**src/rtl/indexed_stack_with_delete_assert.svh**
```systemverilog
// assertion helpers for the stack rtl
`ifndef INDEXED_STACK_WITH_DELETE_ASSERT_SVH
`define INDEXED_STACK_WITH_DELETE_ASSERT_SVH

// same-cycle implication, checked out of reset
`define ISD_ASSERT_NOW(name, ante, cons) \
  name: assert property (@(posedge clk_i) disable iff (!rst_ni) (ante) |-> (cons)) \
    else $error("isd check failed");

// next-cycle implication, checked out of reset
`define ISD_ASSERT_NEXT(name, ante, cons) \
  name: assert property (@(posedge clk_i) disable iff (!rst_ni) (ante) |=> (cons)) \
    else $error("isd check failed");

`endif

```
**src/rtl/isd_pkg.sv**
```systemverilog
package isd_pkg;

  // storage geometry
  localparam int unsigned DEPTH      = 64;
  localparam int unsigned DATA_WIDTH = 32;
  localparam int unsigned ADDR_W     = $clog2(DEPTH);
  localparam int unsigned OCC_W      = $clog2(DEPTH + 1);

  // request kinds
  localparam logic [2:0] KIND_PUSH   = 3'd0;
  localparam logic [2:0] KIND_POP    = 3'd1;
  localparam logic [2:0] KIND_CLEAR  = 3'd2;
  localparam logic [2:0] KIND_READ   = 3'd3;
  localparam logic [2:0] KIND_DELETE = 3'd4;

  // result status codes
  localparam logic [1:0] STATUS_OK    = 2'd0;
  localparam logic [1:0] STATUS_FULL  = 2'd1;
  localparam logic [1:0] STATUS_RANGE = 2'd2;

  // request transaction
  typedef struct packed {
    logic [2:0]  kind;
    logic [31:0] item_value;
    logic [5:0]  position;
  } isd_in_t;

  // result transaction
  typedef struct packed {
    logic [31:0] value_out;
    logic [1:0]  status;
    logic [6:0]  fill_count;
  } isd_out_t;

  // memory port request from the sequencer
  typedef struct packed {
    logic                  we;
    logic [ADDR_W-1:0]     waddr;
    logic [DATA_WIDTH-1:0] wdata;
    logic                  re;
    logic [ADDR_W-1:0]     raddr;
  } isd_mem_req_t;

endpackage

```
**src/rtl/isd_mem.sv**
```systemverilog
module isd_mem (
  input  logic                                clk_i,
  input  isd_pkg::isd_mem_req_t               req_i,
  output logic [isd_pkg::DATA_WIDTH-1:0]      rdata_o
);
  import isd_pkg::*;

  logic [DATA_WIDTH-1:0] mem_q [DEPTH];
  logic [DATA_WIDTH-1:0] rdata_q;

  // one write port
  always_ff @(posedge clk_i) begin
    if (req_i.we) begin
      mem_q[req_i.waddr] <= req_i.wdata;
    end
  end

  // one registered read port
  always_ff @(posedge clk_i) begin
    if (req_i.re) begin
      rdata_q <= mem_q[req_i.raddr];
    end
  end

  assign rdata_o = rdata_q;

endmodule

```
**src/rtl/isd_ctrl.sv**
```systemverilog
`include "indexed_stack_with_delete_assert.svh"

module isd_ctrl (
  input  logic                             clk_i,
  input  logic                             rst_ni,
  input  logic                             in_valid_i,
  output logic                             in_ready_o,
  input  isd_pkg::isd_in_t                 in_data_i,
  output logic                             out_valid_o,
  input  logic                             out_ready_i,
  output isd_pkg::isd_out_t                out_data_o,
  output isd_pkg::isd_mem_req_t            mem_req_o,
  input  logic [isd_pkg::DATA_WIDTH-1:0]   mem_rdata_i
);
  import isd_pkg::*;

  localparam logic [2:0] S_IDLE     = 3'd0;
  localparam logic [2:0] S_EXEC     = 3'd1;
  localparam logic [2:0] S_RD_WAIT  = 3'd2;
  localparam logic [2:0] S_DEL_WAIT = 3'd3;
  localparam logic [2:0] S_SH_RD    = 3'd4;
  localparam logic [2:0] S_SH_WAIT  = 3'd5;

  logic [2:0]            state_q, state_d;
  logic [OCC_W-1:0]      occ_q, occ_d;
  logic [2:0]            kind_q, kind_d;
  logic [ADDR_W-1:0]     pos_q, pos_d;
  logic [ADDR_W-1:0]     idx_q, idx_d;
  logic [DATA_WIDTH-1:0] val_q, val_d;
  logic                  out_valid_q, out_valid_d;
  isd_out_t              out_data_q, out_data_d;

  logic                  fin;
  logic [1:0]            fin_status;
  logic [DATA_WIDTH-1:0] fin_value;
  logic [OCC_W-1:0]      pos_ext;
  logic [OCC_W-1:0]      idx_nxt;

  assign in_ready_o  = (state_q == S_IDLE) && !out_valid_q;
  assign out_valid_o = out_valid_q;
  assign out_data_o  = out_data_q;
  assign pos_ext     = OCC_W'(pos_q);
  assign idx_nxt     = OCC_W'(idx_q) + OCC_W'(1);

  // sequencer: one transaction at a time; a delete shift reads the entry above the gap, then writes it
  always_comb begin
    state_d     = state_q;
    occ_d       = occ_q;
    kind_d      = kind_q;
    pos_d       = pos_q;
    idx_d       = idx_q;
    val_d       = val_q;
    out_valid_d = out_valid_q && !out_ready_i;
    out_data_d  = out_data_q;
    mem_req_o   = '0;
    fin         = 1'b0;
    fin_status  = STATUS_OK;
    fin_value   = '0;

    case (state_q)
      S_IDLE: begin
        if (in_valid_i && in_ready_o) begin
          kind_d  = in_data_i.kind;
          val_d   = DATA_WIDTH'(in_data_i.item_value);
          pos_d   = ADDR_W'(in_data_i.position);
          state_d = S_EXEC;
        end
      end
      S_EXEC: begin
        case (kind_q)
          KIND_PUSH: begin
            fin = 1'b1;
            if (occ_q == OCC_W'(DEPTH)) begin
              fin_status = STATUS_FULL;
            end else begin
              mem_req_o.we    = 1'b1;
              mem_req_o.waddr = occ_q[ADDR_W-1:0];
              mem_req_o.wdata = val_q;
              occ_d           = occ_q + OCC_W'(1);
            end
          end
          KIND_POP: begin
            if (occ_q == '0) begin
              fin        = 1'b1;
              fin_status = STATUS_RANGE;
            end else begin
              occ_d           = occ_q - OCC_W'(1);
              mem_req_o.re    = 1'b1;
              mem_req_o.raddr = ADDR_W'(occ_q - OCC_W'(1));
              state_d         = S_RD_WAIT;
            end
          end
          KIND_CLEAR: begin
            fin   = 1'b1;
            occ_d = '0;
          end
          KIND_READ: begin
            if (pos_ext >= occ_q) begin
              fin        = 1'b1;
              fin_status = STATUS_RANGE;
            end else begin
              mem_req_o.re    = 1'b1;
              mem_req_o.raddr = pos_q;
              state_d         = S_RD_WAIT;
            end
          end
          KIND_DELETE: begin
            if (pos_ext >= occ_q) begin
              fin        = 1'b1;
              fin_status = STATUS_RANGE;
            end else begin
              mem_req_o.re    = 1'b1;
              mem_req_o.raddr = pos_q;
              idx_d           = pos_q;
              state_d         = S_DEL_WAIT;
            end
          end
          default: begin
            fin = 1'b1;
          end
        endcase
      end
      S_RD_WAIT: begin
        fin       = 1'b1;
        fin_value = mem_rdata_i;
      end
      S_DEL_WAIT: begin
        val_d   = mem_rdata_i;
        state_d = S_SH_RD;
      end
      // fetch the entry above the gap, or close out the delete
      S_SH_RD: begin
        if (idx_nxt < occ_q) begin
          mem_req_o.re    = 1'b1;
          mem_req_o.raddr = idx_nxt[ADDR_W-1:0];
          state_d         = S_SH_WAIT;
        end else begin
          occ_d     = occ_q - OCC_W'(1);
          fin       = 1'b1;
          fin_value = val_q;
        end
      end
      S_SH_WAIT: begin
        mem_req_o.we    = 1'b1;
        mem_req_o.waddr = idx_q;
        mem_req_o.wdata = mem_rdata_i;
        idx_d           = idx_nxt[ADDR_W-1:0];
        state_d         = S_SH_RD;
      end
      default: begin
        state_d = S_IDLE;
      end
    endcase

    // load the result register
    if (fin) begin
      state_d               = S_IDLE;
      out_valid_d           = 1'b1;
      out_data_d.value_out  = 32'(fin_value);
      out_data_d.status     = fin_status;
      out_data_d.fill_count = 7'(occ_d);
    end
  end

  // control state
  always_ff @(posedge clk_i or negedge rst_ni) begin
    if (!rst_ni) begin
      state_q     <= S_IDLE;
      occ_q       <= '0;
      out_valid_q <= 1'b0;
    end else begin
      state_q     <= state_d;
      occ_q       <= occ_d;
      out_valid_q <= out_valid_d;
    end
  end

  // payload registers
  always_ff @(posedge clk_i) begin
    kind_q     <= kind_d;
    pos_q      <= pos_d;
    idx_q      <= idx_d;
    val_q      <= val_d;
    out_data_q <= out_data_d;
  end

  `ISD_ASSERT_NOW(a_occ_bound, 1'b1, occ_q <= OCC_W'(DEPTH))
  `ISD_ASSERT_NOW(a_ready_no_pending, in_ready_o, !out_valid_q && (state_q == S_IDLE))
  `ISD_ASSERT_NOW(a_full_means_full,
                  out_valid_q && (out_data_q.status == STATUS_FULL),
                  out_data_q.fill_count == 7'(DEPTH))
  `ISD_ASSERT_NOW(a_err_zero_value,
                  out_valid_q && (out_data_q.status != STATUS_OK),
                  out_data_q.value_out == '0)
  `ISD_ASSERT_NEXT(a_accept_to_exec, in_valid_i && in_ready_o, state_q == S_EXEC)

endmodule

```
**src/rtl/indexed_stack_with_delete.sv**
```systemverilog
// each accepted request enters S_EXEC; push, clear and out-of-range requests finish there,
// pop and read finish in S_RD_WAIT, and delete passes S_DEL_WAIT before its shift
// the delete shift moves each entry above the gap down through the single memory port
// throughput: one transaction at a time; a new one is taken the cycle after the result drains
// reset clears the fill count and the handshake state; stored words are not cleared
module indexed_stack_with_delete (
  input  logic               clk_i,
  input  logic               rst_ni,
  input  logic               in_valid_i,
  output logic               in_ready_o,
  input  isd_pkg::isd_in_t   in_data_i,
  output logic               out_valid_o,
  input  logic               out_ready_i,
  output isd_pkg::isd_out_t  out_data_o
);
  import isd_pkg::*;

  isd_mem_req_t          mem_req;
  logic [DATA_WIDTH-1:0] mem_rdata;

  // sequencer
  isd_ctrl u_ctrl (
    .clk_i       (clk_i),
    .rst_ni      (rst_ni),
    .in_valid_i  (in_valid_i),
    .in_ready_o  (in_ready_o),
    .in_data_i   (in_data_i),
    .out_valid_o (out_valid_o),
    .out_ready_i (out_ready_i),
    .out_data_o  (out_data_o),
    .mem_req_o   (mem_req),
    .mem_rdata_i (mem_rdata)
  );

  // entry storage
  isd_mem u_mem (
    .clk_i   (clk_i),
    .req_i   (mem_req),
    .rdata_o (mem_rdata)
  );

endmodule
```
**config.mk**
```make
export PLATFORM = sky130hd
export DESIGN_NAME = indexed_stack_with_delete
export DESIGN_NICKNAME = d
export VERILOG_FILES = /design/src/rtl/isd_pkg.sv /design/src/rtl/isd_mem.sv /design/src/rtl/isd_ctrl.sv /design/src/rtl/indexed_stack_with_delete.sv
export VERILOG_INCLUDE_DIRS = /design/src /design/src/rtl
export SDC_FILE = /design/constraint.sdc
export NUM_CORES = 2
export LEC_CHECK = 0
export BUFFER_PORTS_ARGS = -buffer_cell sky130_fd_sc_hd__buf_2
export CAP_MARGIN = 20
export CORE_AREA = 2 2 420 422
export CTS_CLUSTER_SIZE = 40
export DETAILED_ROUTE_END_ITERATION = 6
export DIE_AREA = 0 0 422 424
export GPL_TIMING_DRIVEN = 1
export PLACE_DENSITY = 0.65
export SLEW_MARGIN = 15
export SYNTH_ARGS = -nofsm -noshare
export SYNTH_HDL_FRONTEND = slang
export SYNTH_SLANG_ARGS = --single-unit
```
**constraint.sdc**
```tcl
create_clock -name clk_i -period 8.52 [get_ports clk_i]
set_clock_uncertainty 0.1 [all_clocks]
set_input_delay 2.13 -clock clk_i [delete_from_list [all_inputs] [get_ports clk_i]]
set_output_delay 2.13 -clock clk_i [all_outputs]
set_load 0.02 [all_outputs]
```
==> reports/qor.yml <==
worst_setup_path:
  critPathMaxStageDelay_ns: 0.84
  crit_path_end_kind: "flop"
  worstPathArrival_ns: 7.27
  regToRegSetupSlack_ns: 1.74
  r2r_cells: 15
  critPathLaunchType: "flop"
  cp_slowest_cell: "a2111oi_0"
  crit_chain: "buf_4 -> inv_1 -> ha_1 -> nor2b_1 -> o21ai_0 -> a2111oi_4 -> buf_4 -> a21bo_4 -> buf_12 -> buf_12 -> mux2i_1 -> mux2i_1 -> a2111oi_0 -> nor2_1 -> o32a_1"
  r2r-end: "u_mem.rdata_o[26]"
  rr_startpoint: "u_ctrl.pos_q[0]"
  crit_required_ns: 9.01
  critPathMaxFanout: 114
  worst-setup-path-type: "flop to flop"
power_and_ir_drop:
  ir_drop_mv: 0.185
  netSwitchingFraction_pct: 30.6
  seqPwrFrac_pct: 46.3
  clock_power_share_pct: 33.8
  power_density_nw_per_um2: 282
  p_int_mw: 19.1
  pwr-share-comb_pct: 20.0
  p_switching_mw: 8.45
  p_leak_nw: 33.3
clocking:
  postCtsSetupBuffers: 0
  clock_latency_ns: 0.88
  cts_made_buffers: 216
  clk_transition_reported_paths_ns: 0.06
  h-tree-depth: 4
  root_buffer: "clkbuf_16"
  cts_hold_buf: 0
  clock_path_buffers: 3
  clock-sinks: 2179
  cts_tree: "done"
  cts_resized: 0
placed_design:
  io_buffers: 87
  place_congestion: 0.914
  place_hpwl_mm: 154
  placed_cells: 8260
  place_ws_ns: 1.99
min_path:
  hp-class: "flop to flop"
  hp-start: "u_ctrl.val_q[23]"
  hold_end: "u_ctrl.out_data_o[32]"
  hold_depth: 1
synth:
  synth-simple-area-share_pct: 10.4
  async_flop_share_pct: 0.505
  synthMuxAreaShare_pct: 5.00
  seq_area_frac_synth_pct: 75.2
  ys.flop_type: "edfxtp_1"
  synth_nets: 6074
  synth_top_family_by_area: "simple AND/OR/NAND/NOR gates"
  synthTopCellsByCount: "2168 x edfxtp_1, 1308 x nand2_1, 545 x nand3_1, 392 x mux2i_1, 171 x buf_2"
  postSynthAreaPerCell_um2: 14.5
  synth_top_cell_by_area: "edfxtp_1"
  yosys_register_bits: 2179
  syn_inst: 6012
  synth-adder-area-share_pct: 0.245
  synthXorXnorAreaFrac_pct: 0.0706
  ys_types: 72
  synthTopCellsByArea: "edfxtp_1 75%, nand2_1 5.7%, mux2i_1 4.5%, nand3_1 3.1%, buf_2 0.98%"
  synth-compound-area-share_pct: 6.77
  synth_edf_count: 2168
  yosysMostFrequentCell: "edfxtp_1"
  ys_warn_count: 0
  netlist_area_um2: 86900
  synth_top_area_share_pct: 74.9
global_routing:
  grt_pass1_vias: 51291
  overflow: 0
  grt_max_degree: 124
  grt_use_total_pct: 29.7
  grt_pass1_wl_mm: 379
  antenna_found_initial: 19
cells_and_area:
  drive_gt1_share_pct: 12.0
  fillers: 13809
  fin_cells: 8661
  layout.nets: 6201
  utilization_pct: 56.0
  layout-area-overhead-vs-synth_pct: 12.7
sta:
  period_needed_ns: 6.78
  setup-violations-final: 0
  hold_viol: 0
  slew_headroom_pct: 20.0
  fin_crit_sh_pct: 79.5
  drv_slew: 0
  worst_pin_slew_ns: 1.20
  max_freq_mhz: 148
  final.setup.worst_slack_ns: 1.74
  hold_ws_ns: 0.476
  grt_setup_unrepaired: "no"
  finalSetupTns_ns: 0
routing:
  drtIter0Drc: 8393
  ant_nets: 0
  wl_mm: 270
  drtPass1Iterations: 7
  post_drt_wl_per_cell_um: 31.2
  vias_per_cell: 6.36
  vias: 55085
  drc_errors: 0
run_status:
  status: "finished clean"
job:
  maxCapViolCount: 0
floorplan:
  ios: 88
  die-height_um: 424
  fp.dieArea_um2: 179000
  core_area_um2: 175000
  fp-row-count: 154
  die_w_um: 422
  start_util_pct: 49.7
==> power groups by stage <==
| stage | Combinational [mW] | Clock [mW] | Sequential [mW] |
|---|---|---|---|
| 2_1_floorplan | 3.02 | 0 | 12.9 |
| 3_3_place_gp | 5.31 | 0 | 13.0 |
| 5_1_grt | 5.75 | 9.78 | 12.8 |
| 6_report | 5.51 | 9.31 | 12.8 |
| 3_5_place_dp | 5.38 | 0 | 13.0 |
| 4_1_cts | 5.40 | 9.37 | 12.7 |
==> placed cells by master (no fill, tap or decap), types with 18 or more instances in the layout <==
cell type and n:
edfxtp_1 2168, nand2_1 1308, nand3_1 544, mux2i_1 392, clkbuf_16 217, buf_4 182, a21oi_1 144, a211oi_1 102
a31oi_1 98, buf_2 87, nor2_4 69, nor2_1 67, clkinv_1 62, inv_1 60, a22oi_1 60, o21ai_0 50
clkbuf_1 46, a22o_1 44, a2111oi_0 43, nand4_1 40, a32oi_1 38, mux2_2 37, nor3_1 36, clkinv_2 33
a22o_2 32, o2111ai_1 31, a311oi_1 27, o22ai_1 21, o32a_1 20, bufinv_16 20, o221ai_1 18
==> how the worst max path moves through the flow <==
stage                          from                   end  slack, ns
floorplan           u_ctrl.pos_q[0]  u_ctrl.out_data_o[0]       2.32
global placement    u_ctrl.idx_q[0]      u_mem.rdata_o[7]       1.44
detailed placement  u_ctrl.pos_q[0]     u_mem.rdata_o[27]       1.99
CTS                 u_ctrl.pos_q[0]     u_mem.rdata_o[27]       1.93
global route        u_ctrl.pos_q[0]     u_mem.rdata_o[26]       1.63
finish              u_ctrl.pos_q[0]     u_mem.rdata_o[26]       1.74
==> worst max-delay path: cells and delay by family, from the launching register on <==
family	cells	cell delay (ns)
buf+inv	5	2.38
fa+ha+maj	1	0.34
flops	1	0.33
mux	2	0.35
compound gates	5	2.29
simple gates	2	0.49
==> logic make-up after synthesis <==
family | Yosys count
compound gates | 811
xor+xnor | 7
fa+ha+maj | 17
buf+inv | 440
flops | 2179
mux | 429
simple gates | 2129
==> stage by stage <==
stage	area [µm²]	power [mW]
floorplan	86900	15.9
global placement	91000	18.3
detailed placement	91000	18.3
CTS	97900	27.5
global route	97900	28.3
finish	97900	27.6
==> layout make-up <==
cell class                 count  area [µm²]  area share (%)
inverter                      60         225           0.230
timing repair buffer         289        2170            2.21
multi-input combinational   3393       20300            20.8
antenna                        3        7.51         0.00767
clock buffer                 262        5600            5.72
tap                         2340        2930            2.99
sequential                  2179       65400            66.8
clock inverter               135        1270            1.30
==> routing by layer <==
metal,wire [µm],GRT usage [%],part of all wire (%),vias up
li1,-,-,-,23182
met1,103000,40.9,38,27756
met2,122000,45.3,45,3521
met3,30200,6.20,11,606
met4,14400,14.4,5.3,20
met5,123,0,0.046,-
==> flip-flops by register name, summed over array words and instances (netlist names) <==
| register | count |
|---|---|
| u_mem.mem_q | 2048 |
| u_ctrl.out_data_o | 41 |
| u_ctrl.val_q | 32 |
| u_mem.rdata_o | 32 |
| u_ctrl.occ_q | 7 |
| u_ctrl.idx_q | 6 |
| u_ctrl.pos_q | 6 |
| u_ctrl.kind_q | 3 |
| u_ctrl.state_q | 3 |
| u_ctrl.out_valid_o | 1 |
Note: power is estimated with default switching activity, not from simulation.
